<file path="config.mk">
export PLATFORM = sky130hd
export DESIGN_NAME = button_debounce_hold_detector_core
export DESIGN_NICKNAME = d
export VERILOG_FILES = /design/src/rtl/bdh_pkg.sv /design/src/rtl/button_debounce_hold_detector_core.sv
export VERILOG_INCLUDE_DIRS = /design/src /design/src/rtl
export SDC_FILE = /design/constraint.sdc
export NUM_CORES = 1
export LEC_CHECK = 0
export ABC_AREA = 0
export BUFFER_PORTS_ARGS = -buffer_cell sky130_fd_sc_hd__buf_4
export CORE_MARGIN = 3
export CORE_UTILIZATION = 60
export CTS_CLUSTER_SIZE = 16
export DETAILED_ROUTE_END_ITERATION = 7
export PLACE_DENSITY = 0.77
export SYNTH_ARGS = -nofsm -noshare
export SYNTH_HDL_FRONTEND = slang
export SYNTH_SLANG_ARGS = --single-unit
</file>
<file path="constraint.sdc">
create_clock -name clk -period 9.3 [get_ports clk]
set_input_delay 0.465 -clock clk [delete_from_list [all_inputs] [get_ports clk]]
set_output_delay 0.465 -clock clk [all_outputs]
set_load 0.01 [all_outputs]
</file>
<file path="src/rtl/assert_macros.svh">
// ----------------------------------------------------------------------------
// Assertion macros
// Shared concurrent assertion wrappers for the RTL.
// ----------------------------------------------------------------------------
`ifndef ASSERT_MACROS_SVH
`define ASSERT_MACROS_SVH

// expr must hold at every clock edge outside reset
`define BDH_ASSERT_ALWAYS(name, clk, rst_n, expr, msg) \
	name: assert property (@(posedge clk) disable iff (!rst_n) (expr)) else $error(msg);

// ante implies cons in the same cycle
`define BDH_ASSERT_IMPLY(name, clk, rst_n, ante, cons, msg) \
	name: assert property (@(posedge clk) disable iff (!rst_n) (ante) |-> (cons)) \
		else $error(msg);

// ante implies cons in the next cycle
`define BDH_ASSERT_NEXT(name, clk, rst_n, ante, cons, msg) \
	name: assert property (@(posedge clk) disable iff (!rst_n) (ante) |=> (cons)) \
		else $error(msg);

`endif

</file>
<file path="src/rtl/bdh_pkg.sv">
// ----------------------------------------------------------------------------
// bdh_pkg
// Constants and register codes for the button debounce / hold detector.
// ----------------------------------------------------------------------------
`timescale 1ns / 1ps

package bdh_pkg;

	localparam int BUTTONS   = 4;
	localparam int BTN_IDX_W = 2;
	localparam int TIME_W    = 32;
	localparam int MS_W      = 16;
	localparam int CFG_IDX_W = 3;
	localparam int CFG_DATA_W = 16;

	typedef enum logic [CFG_IDX_W-1:0] {
		REG_DEBOUNCE_MS = 3'd0,
		REG_HOLD_MS     = 3'd1,
		REG_HOLDOFF_MS  = 3'd2,
		REG_ACTIVE_HIGH = 3'd3,
		REG_ENABLE      = 3'd4
	} cfg_reg_t;

endpackage

</file>
<file path="src/rtl/button_debounce_hold_detector_core.sv">
// ----------------------------------------------------------------------------
// button_debounce_hold_detector_core
// Per-button debounce, hold-time press detection and press holdoff.
// ----------------------------------------------------------------------------
// Takes one poll sample per cycle, while the result side does not stall, and
// returns one result per sample, in order. A sample is captured in an input
// register; when the result register can take it, a single pass of
// compare/subtract logic reads the button's state flip-flops, updates them
// (enabled buttons only) and loads the result register. Configuration writes
// are always ready and should only be issued while no sample is in flight.
`timescale 1ns / 1ps

`include "assert_macros.svh"

module button_debounce_hold_detector_core
	import bdh_pkg::*;
(
	input  logic                  clk,
	input  logic                  arst_n,

	input  logic                  cfg_valid,
	output logic                  cfg_ready,
	input  logic [CFG_IDX_W-1:0]  cfg_index,
	input  logic [CFG_DATA_W-1:0] cfg_data,

	input  logic                  sample_valid,
	output logic                  sample_stall,
	input  logic [BTN_IDX_W-1:0]  button_index,
	input  logic                  raw_level,
	input  logic [TIME_W-1:0]     now_ms,

	output logic                  result_valid,
	input  logic                  result_stall,
	output logic [BTN_IDX_W-1:0]  event_button,
	output logic                  press_event,
	output logic                  debounced_active,
	output logic                  event_level,
	output logic [TIME_W-1:0]     event_time_ms
);

	// configuration
	logic [MS_W-1:0]    debounce_ms_q;
	logic [MS_W-1:0]    hold_ms_q;
	logic [MS_W-1:0]    holdoff_ms_q;
	logic [BUTTONS-1:0] active_high_q;
	logic [BUTTONS-1:0] enable_q;

	// per-button state
	logic [BUTTONS-1:0] raw_q;
	logic [BUTTONS-1:0] active_q;
	logic [BUTTONS-1:0] wait_rel_q;
	logic [BUTTONS-1:0] hold_valid_q;
	logic [TIME_W-1:0]  change_time_q [BUTTONS];
	logic [TIME_W-1:0]  active_start_q [BUTTONS];
	logic [TIME_W-1:0]  deadline_q [BUTTONS];

	// input stage
	logic                 valid_s1;
	logic [BTN_IDX_W-1:0] button_s1;
	logic                 level_s1;
	logic [TIME_W-1:0]    now_s1;

	// result stage
	logic                 result_valid_q;
	logic [BTN_IDX_W-1:0] event_button_q;
	logic                 press_q;
	logic                 active_out_q;
	logic                 level_out_q;
	logic [TIME_W-1:0]    event_time_q;

	logic advance;
	logic load;

	// single-pass evaluation
	logic              en_c;
	logic              ah_c;
	logic              hv_c;
	logic              raw_c;
	logic              act_c;
	logic              wr_c;
	logic              press_c;
	logic [TIME_W-1:0] ct_c;
	logic [TIME_W-1:0] ast_c;
	logic [TIME_W-1:0] dl_c;
	logic [TIME_W-1:0] dl_diff;
	logic              new_active;

	assign cfg_ready = 1'b1;

	always_ff @(posedge clk or negedge arst_n) begin
		if (!arst_n) begin
			debounce_ms_q <= MS_W'(20);
			hold_ms_q     <= MS_W'(50);
			holdoff_ms_q  <= MS_W'(500);
			active_high_q <= '0;
			enable_q      <= '0;
		end else if (cfg_valid && cfg_ready) begin
			case (cfg_reg_t'(cfg_index))
				REG_DEBOUNCE_MS: debounce_ms_q <= cfg_data;
				REG_HOLD_MS:     hold_ms_q     <= cfg_data;
				REG_HOLDOFF_MS:  holdoff_ms_q  <= cfg_data;
				REG_ACTIVE_HIGH: active_high_q <= cfg_data[BUTTONS-1:0];
				REG_ENABLE:      enable_q      <= cfg_data[BUTTONS-1:0];
				default: ;
			endcase
		end
	end

	assign advance      = valid_s1 && (!result_valid_q || !result_stall);
	assign sample_stall = valid_s1 && !advance;
	assign load         = sample_valid && !sample_stall;

	always_ff @(posedge clk or negedge arst_n) begin
		if (!arst_n) begin
			valid_s1 <= 1'b0;
		end else if (load) begin
			valid_s1 <= 1'b1;
		end else if (advance) begin
			valid_s1 <= 1'b0;
		end
	end

	always_ff @(posedge clk) begin
		if (load) begin
			button_s1 <= button_index;
			level_s1  <= raw_level;
			now_s1    <= now_ms;
		end
	end

	always_comb begin
		en_c    = enable_q[button_s1];
		ah_c    = active_high_q[button_s1];
		hv_c    = hold_valid_q[button_s1];
		raw_c   = raw_q[button_s1];
		act_c   = active_q[button_s1];
		wr_c    = wait_rel_q[button_s1];
		ct_c    = change_time_q[button_s1];
		ast_c   = active_start_q[button_s1];
		dl_c    = deadline_q[button_s1];
		press_c = 1'b0;
		dl_diff = dl_c - now_s1;
		new_active = 1'b0;

		if (en_c) begin
			if (hv_c && ((dl_diff == '0) || dl_diff[TIME_W-1])) begin
				hv_c = 1'b0;
			end
			if (level_s1 != raw_c) begin
				raw_c = level_s1;
				ct_c  = now_s1;
				ast_c = (ah_c == level_s1) ? now_s1 : '0;
			end
			if ((now_s1 - ct_c) >= TIME_W'(debounce_ms_q)) begin
				new_active = (ah_c == raw_c);
				if (new_active != act_c) begin
					act_c = new_active;
					if (!new_active) begin
						wr_c = 1'b0;
					end
				end
				if (new_active && !wr_c && ((now_s1 - ast_c) >= TIME_W'(hold_ms_q))) begin
					wr_c = 1'b1;
					if (!hv_c) begin
						dl_c    = now_s1 + TIME_W'(holdoff_ms_q);
						hv_c    = 1'b1;
						press_c = 1'b1;
					end
				end
			end
		end
	end

	always_ff @(posedge clk or negedge arst_n) begin
		if (!arst_n) begin
			raw_q        <= '1;
			active_q     <= '0;
			wait_rel_q   <= '0;
			hold_valid_q <= '0;
			for (int i = 0; i < BUTTONS; i++) begin
				change_time_q[i]  <= '0;
				active_start_q[i] <= '0;
				deadline_q[i]     <= '0;
			end
		end else if (advance && en_c) begin
			raw_q[button_s1]          <= raw_c;
			active_q[button_s1]       <= act_c;
			wait_rel_q[button_s1]     <= wr_c;
			hold_valid_q[button_s1]   <= hv_c;
			change_time_q[button_s1]  <= ct_c;
			active_start_q[button_s1] <= ast_c;
			deadline_q[button_s1]     <= dl_c;
		end
	end

	always_ff @(posedge clk or negedge arst_n) begin
		if (!arst_n) begin
			result_valid_q <= 1'b0;
		end else if (advance) begin
			result_valid_q <= 1'b1;
		end else if (!result_stall) begin
			result_valid_q <= 1'b0;
		end
	end

	always_ff @(posedge clk) begin
		if (advance) begin
			event_button_q <= button_s1;
			press_q        <= press_c;
			active_out_q   <= act_c;
			level_out_q    <= raw_c;
			event_time_q   <= now_s1;
		end
	end

	assign result_valid     = result_valid_q;
	assign event_button     = event_button_q;
	assign press_event      = press_q;
	assign debounced_active = active_out_q;
	assign event_level      = level_out_q;
	assign event_time_ms    = event_time_q;

	`BDH_ASSERT_ALWAYS(a_press_needs_enable, clk, arst_n, !press_c || en_c, "press on disabled button")
	`BDH_ASSERT_ALWAYS(a_press_is_active, clk, arst_n, !(result_valid_q && press_q) || active_out_q, "press while not active")
	`BDH_ASSERT_NEXT(a_press_arms_holdoff, clk, arst_n, advance && press_c, hold_valid_q[$past(button_s1)] && wait_rel_q[$past(button_s1)], "press did not arm holdoff")

endmodule
</file>
==> metrics.cfg, run 1 <==
[route]
firstDrtPassIters = 6
drt_iter0_markers = 2517
finalWirelength_um = 95850
route.detailed.drc = 0
viasPerCell = 6.700
wl_per_cell_um = 24.05
vias = 26700
antenna_left = 0

[critical_path]
critPathArrivalTime_ns = 8.43
setup.worst_path.end_class = flop
crit_end = deadline_q[68]
cp_max_fo = 88
path_buf_inv = 3
slowest_stage = o21ai_0
worstPathRequired_ns = 9.86
critPathKind = flop to flop
r2r_slack_ns = 1.42
path_depth = 25
r2r_start = button_s1[0]
slowest_delay_ns = 0.74
ff2ff_path_depth = 25
crit_family = compound AO/OA/AOI/OAI gates
start_kind = flop
r2r_end = deadline_q[68]
cp-startpoint = button_s1[0]

[synth]
synthDistinctLibCells = 99
synth_cells = 3256
ys_warn_count = 0
syn_nets = 3451
syn-cell-area_um2 = 32640
synthTopCellsByArea = dfrtp_1 34%, mux2_2 6.8%, mux4_2 6.7%
synth_largest_area_cell = dfrtp_1
syn_area_per_cell_um2 = 10.03
yosysSeqAreaShare_pct = 41.79
dominantRegCellSynth = dfrtp_1
ys_ff_latch = 530
synth_edf_count = 72
netlist.area_leader.share_pct = 33.96
ys_async_sr_fraction_pct = 86.42

[cells_and_area]
multi_input_area_um2 = 17750
area_growth_syn_to_layout_pct = 10.19
register_area_um2 = 13640
nNetsFinal = 3444
n_fill_cell = 4018
final_area_um2 = 35970
drive_gt1_share_pct = 17.63

[placement]
gp_congestion = 0.9961
hpwlAfterDp_um = 63400
dpl_cell_area_um2 = 33690
port_buffers = 97

[timing]
rsz0062_at_grt = no
fin_crit_sh_pct = 84.68
max_freq_mhz = 127.0
layout_min_cycle_time_ns = 7.875
setup_tns_ns = 0
worst_pin_slew_ns = 1.113
fin_worst_skew_ns = 0.01702
slew_headroom_pct = 25.81
drv_slew = 0
hold_violations = 0
setup_viol = 0

[floorplan]
start_util_pct = 61.38
die_h_um = 239.2
die_x_um = 239.2
die_area_um2 = 57240
pin_count = 99
rows = 84
coreArea_um2 = 53180

[worst_hold_path]
hold_path_class = primary input to flop

[status]
status = finished clean

[clocking]
cts_resized = 0
cts_root_buffer = clkbuf_16
ctsLongestPathBuffers = 3
cts_buffers = 56
htreeDepth = 2
cts_tree = yes
insertion_delay_ns = 0.63
path_clk_slew_ns = 0.06
clock_sinks = 530

[global_routing]
first_global_vias = 26870
antenna_found_initial = 0
grt_max_degree = 158
grt_overflow = 0
grt_pass1_wl_um = 151800
grt_use_total_pct = 33.58

[power_and_ir_drop]
irDropWorstVdd_mv = 0.2226
power_leakage_nw = 15.92
power.density_nw_per_um2 = 320.9

[run]
max-cap-violations = 0

-- cell usage in the layout, fill, tap and decap left out, types with 11 or more instances in the layout --
cell / Yosys / routed
a211o_1: 11 / 11
a211oi_1: 12 / 12
a21o_1: 59 / 59
a21oi_1: 163 / 163
a22oi_1: 32 / 32
a31oi_1: 19 / 19
and3_1: 13 / 13
and4_1: 24 / 24
and4b_1: 38 / 38
buf_4: 5 / 127
clkbuf_16: 0 / 56
dfrtp_1: 443 / 443
dfstp_2: 15 / 15
dlygate4sd3_1: 0 / 33
edfxtp_1: 72 / 72
ha_1: 133 / 132
inv_1: 104 / 104
mux2_2: 197 / 197
mux2i_1: 56 / 56
mux4_2: 97 / 96
nand2_1: 464 / 462
nand2b_1: 21 / 21
nand3_1: 110 / 109
nand4_1: 31 / 31
nor2_1: 163 / 162
nor2b_1: 14 / 14
nor3_1: 43 / 42
o2111ai_1: 11 / 11
o211ai_1: 39 / 39
o21a_1: 19 / 19
o21ai_0: 205 / 205
o21ai_1: 14 / 14
o311ai_1: 20 / 20
o31ai_1: 47 / 47
or3_1: 12 / 11
or4_1: 68 / 68
xnor2_1: 64 / 64
xor2_1: 25 / 25
-- per-stage QoR --
step / worst slack (ns) / cells / power (W) / hold slack, ns / util [%]
6_report: 1.425 / 3985 / 0.01154 / 0.02409 / 67.64
5_1_grt: 0.9437 / 3984 / 0.01230 / 0.01353 / 67.63
4_1_cts: 1.598 / 3984 / 0.01148 / 0.003036 / 67.63
3_5_place_dp: 1.629 / 3846 / 0.009058 / 0.4627 / 63.36
3_3_place_gp: 1.856 / 3846 / 0.008825 / 0.4523 / 63.36
2_1_floorplan: 0.7146 / 3256 / 0.007594 / 0.1694 / -
-- cell families (layout without fill, tap and decap cells) --
family	after synthesis	in the layout	share of synthesized area, %
AOI/OAI and AO/OA	747	747	14.83
xor gates and xnor gates	90	90	2.438
adders and majority gates	138	138	5.343
buffers and inverters	336	376	4.163
DFF	530	530	41.79
muxes	351	351	15.25
other	1	2	0.01149
and+or+nand+nor	1063	1063	16.17
-- final cells by class --
type	count	area share, %
Multi-Input combinational cell	2390	49.34
Sequential cell	530	37.93
Clock buffer	70	4.153
Timing Repair Buffer	165	3.833
Tap cell	688	2.393
Clock inverter	35	1.245
Inverter	106	1.106
Antenna cell	1	0.006957
-- Yosys cell counts (31+ instances only) --
cell type  number
a21oi_1       163
mux2_2        197
dfrtp_1       443
o211ai_1       39
nor3_1         43
or4_1          68
edfxtp_1       72
o31ai_1        47
nand4_1        31
a22oi_1        32
clkbuf_1      177
inv_1         104
nand2_1       464
nor2_1        163
xnor2_1        64
o21ai_0       205
ha_1          133
mux4_2         97
a21o_1         59
and4b_1        38
mux2i_1        56
nand3_1       110
-- flip-flops by register name, summed over array words and instances, names as in the netlist, 4 cells and up --
| name | flops |
|---|---|
| change_time_q | 128 |
| debounce_ms_q | 16 |
| active_high_q | 4 |
| hold_valid_q | 4 |
| enable_q | 4 |
| now_s1 | 32 |
| active_q | 4 |
| hold_ms_q | 16 |
| active_start_q | 128 |
| deadline_q | 128 |
| raw_q | 4 |
| wait_rel_q | 4 |
| event_time_ms | 32 |
| holdoff_ms_q | 16 |
-- what timing repair did --
| action | 4_1_cts | 5_1_grt |
|---|---|---|
| endpoints found under the hold margin | 110 | 0 |
| hold buffers | 33 | 0 |
| buffers inserted | 0 | 0 |
-- layer usage --
metal / GRT usage (%) / share of wire (%) / vias to the layer above
li1: - / - / 12020
met1: 46.08 / 41 / 13330
met2: 55.50 / 48 / 1130
met3: 4.594 / 7.3 / 219
met4: 11.62 / 3.4 / 0
met5: 0 / 0 / -
-- worst min-delay path by stage --
stage	start	cells after the start	to
global placement	active_start_q[108]	2	active_start_q[108]
CTS	now_ms[1]	1	now_s1[1]
finish	now_ms[1]	1	now_s1[1]
floorplan	arst_n	0	active_high_q[0]
global route	now_ms[1]	1	now_s1[1]
detailed placement	change_time_q[119]	2	change_time_q[119]
-- worst reg2reg max path, cell delays in order, from the launching register on --
cell and delay (ns):
edfxtp_1 0.50, mux4_2 0.59, inv_1 0.12, ha_4 0.40, nand2_1 0.09, o21ai_0 0.12
ha_1 0.23, inv_1 0.06, fa_1 0.42, a21o_1 0.19, a221oi_1 0.48, a21oi_1 0.25
o21ai_0 0.74, xnor2_1 0.17, ha_1 0.33, nand4_1 0.10, a211oi_1 0.38, a21oi_1 0.15
nand4b_1 0.11, and4b_1 0.20, nand4_1 0.24, nand3_1 0.24, a211o_4 0.66, buf_12 0.40
or4_1 0.55, nand3_1 0.10
-- power by group --
group | internal, W | switching, W | leakage, nW | total, W
registers | 0.00316 | 0.000468 | 6.61 | 0.00363
clock network | 0.00140 | 0.000977 | 0.947 | 0.00237
logic | 0.00223 | 0.00331 | 8.37 | 0.00554
total | 0.00679 | 0.00476 | 15.9 | 0.0115
No activity file was read; power rests on OpenSTA's default activity.
==> run 2: changes to the inputs <==
--- a/config.mk
+++ b/config.mk
@@ -9,7 +9,7 @@
 export ABC_AREA = 0
 export BUFFER_PORTS_ARGS = -buffer_cell sky130_fd_sc_hd__buf_4
 export CORE_MARGIN = 3
-export CORE_UTILIZATION = 60
+export CORE_UTILIZATION = 57
 export CTS_CLUSTER_SIZE = 16
 export DETAILED_ROUTE_END_ITERATION = 7
 export PLACE_DENSITY = 0.77
==> constraint.sdc (replaced) <==
create_clock -name clk -period 6.5 [get_ports clk]
set_input_delay 0.325 -clock clk [delete_from_list [all_inputs] [get_ports clk]]
set_output_delay 0.325 -clock clk [all_outputs]
set_load 0.01 [all_outputs]
==> run 2 against run 1 <==
Worst setup slack got worse by 1.3 ns; global-route usage decreased by 1.0 points; clock skew increased by 0.013 ns; cell area increased by 7.6%; critical path type unchanged; largest power group unchanged.
==> metrics.cfg, run 2 (synthesized netlist as in run 1, its figures left out) <==
[status]
status = finished clean

[cells_and_area]
n_fill_cell = 4071  ; +1.3%
reg_top3 = active_start_q: 128 flops, change_time_q: 128 flops, deadline_q: 128 flops
layout_common_cells = 460 x nand2_1, 443 x dfrtp_1, 270 x buf_4, 198 x o21ai_0, 197 x mux2_2
drive_gt1_share_pct = 25.14  ; +7.5 points
nNetsFinal = 3645  ; +5.8%
multi_input_area_um2 = 18420  ; +3.8%
area_growth_syn_to_layout_pct = 18.59
antennaDiodeCount = 0  ; -1
final_area_um2 = 38710  ; +7.6%
register_area_um2 = 13640  ; unchanged
layout_commonest_cell = nand2_1

[global_routing]
antenna_found_initial = 0  ; unchanged
grt_use_total_pct = 32.56  ; -1.0 points
grt_overflow = 0  ; unchanged
first_global_vias = 27740  ; +3.3%
grt_pass1_wl_um = 154900  ; +2.0%
grt_max_degree = 180  ; +14%

[floorplan]
die_area_um2 = 60170  ; +5.1%
die_x_um = 245.3  ; +2.5%
start_util_pct = 57.78  ; -3.6 points
die_h_um = 245.3  ; +2.5%
pin_count = 99  ; unchanged
coreArea_um2 = 56500  ; +6.2%
rows = 87  ; +3.6%

[critical_path]
path_buf_inv = 6  ; +3
slowest_delay_ns = 0.55  ; -0.19 ns
slowest_stage = mux4_2
critPathArrivalTime_ns = 6.99  ; -1.44 ns
worstPathRequired_ns = 7.07  ; -2.79 ns
critPathKind = flop to flop
ff2ff_path_depth = 28  ; +12%
cp-startpoint = button_s1[0]
crit_family = compound AO/OA/AOI/OAI gates
start_kind = flop
r2r_start = button_s1[0]
cp_max_fo = 40  ; -55%
path_depth = 28  ; +12%
setup.worst_path.end_class = flop

[timing]
setup_tns_ns = 0  ; unchanged
fin_crit_sh_pct = 98.74  ; +14 points
setup_viol = 0  ; unchanged
whs_ns = 0.2076  ; +0.1835 ns
layout_min_cycle_time_ns = 6.418  ; -1.457 ns
drv_slew = 0  ; unchanged
rsz0062_at_grt = yes
slew_headroom_pct = 29.37  ; +3.6 points
hold_violations = 0  ; unchanged
worst_pin_slew_ns = 1.059  ; -0.05341 ns
max_freq_mhz = 155.8  ; +23%
fin_worst_skew_ns = 0.03011  ; +0.01309 ns

[clocking]
insertion_delay_ns = 0.65  ; +0.02 ns
cts_tree = yes
cts_buffers = 58  ; +3.6%
clock_sinks = 530  ; unchanged
cts_root_buffer = clkbuf_16
htreeDepth = 2  ; unchanged
path_clk_slew_ns = 0.06  ; about the same
ctsLongestPathBuffers = 3  ; unchanged

[power_and_ir_drop]
irDropWorstVdd_mv = 0.3403  ; +53%
p_total_w = 0.01801  ; +56%
power.density_nw_per_um2 = 465.3  ; +45%
power_leakage_nw = 17.31  ; +8.7%

[placement]
port_buffers = 97  ; unchanged
gp_congestion = 0.9744  ; -2.2%
dpl_cell_area_um2 = 35180  ; +4.4%
hpwlAfterDp_um = 66130  ; +4.3%

[route]
firstDrtPassIters = 7  ; +1
drt_iter0_markers = 2485  ; -1.3%
vias = 27690  ; +3.7%
finalWirelength_um = 100000  ; +4.4%
antenna_left = 0  ; unchanged
route.detailed.drc = 0  ; unchanged
viasPerCell = 6.505  ; -2.9%
wl_per_cell_um = 23.50  ; -2.3%

[worst_hold_path]
hold_path_class = primary input to flop
min_from = cfg_index[1]
min_delay_path_depth = 3  ; +2

[run]
max-cap-violations = 0  ; unchanged

## run 2: worst register-to-register path: cells and delay by family, from the launching register on
family,cells,cell delay [ns]
compound gates,9,1.81
fa+ha+maj,2,0.54
xor+xnor,1,0.10
flops,1,0.42
mux,2,0.79
simple gates,8,1.77
buf+inv,6,0.91
## run 2: through the flow
step	utilization, %	cells	setup slack [ns]
floorplan	-	3256	-0.3488
global placement	62.28	4062	-0.02522
detailed placement	62.28	4062	-0.06431
CTS	66.86	4226	0.04132
global route	68.52	4256	-0.1333
finish	68.52	4256	0.08192
## run 2: path summary, 6_finish.rpt
path,to,slack [ns]
setup / recovery,deadline_q[105],0.08
hold / removal,enable_q[1],0.21
setup reg to reg,deadline_q[105],0.08
hold reg to reg,deadline_q[51],0.47
max in group asynchronous,change_time_q[56],4.61
min in group asynchronous,deadline_q[69],0.35
## run 2: layer usage
metal,GRT usage (%),routed length [um],up-vias
met3,5.288,7731,216
met4,13.34,3637,0
met1,43.59,40880,13860
met5,0,0,-
li1,-,-,12420
met2,53.20,47780,1185
## run 2: cell type report
| cell class | instances | area share, % |
|---|---|---|
| clock buffers | 84 | 4.338 |
| inverters | 106 | 1.028 |
| multi-input cells | 2390 | 47.58 |
| flip-flops and latches | 530 | 35.24 |
| clock inverters | 26 | 0.9180 |
| well taps | 756 | 2.444 |
| repair buffers | 364 | 8.449 |
## run 2: what timing repair did
action                     in CTS  in global routing
hold endpoints to repair      197                  0
setup endpoints to repair      36                142
gates resized for setup         3                135
pin swaps                       0                 50
cloned                          0                  3
buffers inserted                0                 28
hold buffers                   54                  0
## run 2: power by group
part           total (W)  internal (W)  switching, W  leakage, nW
logic            0.00934       0.00416       0.00518         9.72
registers        0.00520       0.00453      0.000674         6.61
clock network    0.00347       0.00204       0.00143        0.984
total             0.0180        0.0107       0.00728         17.3
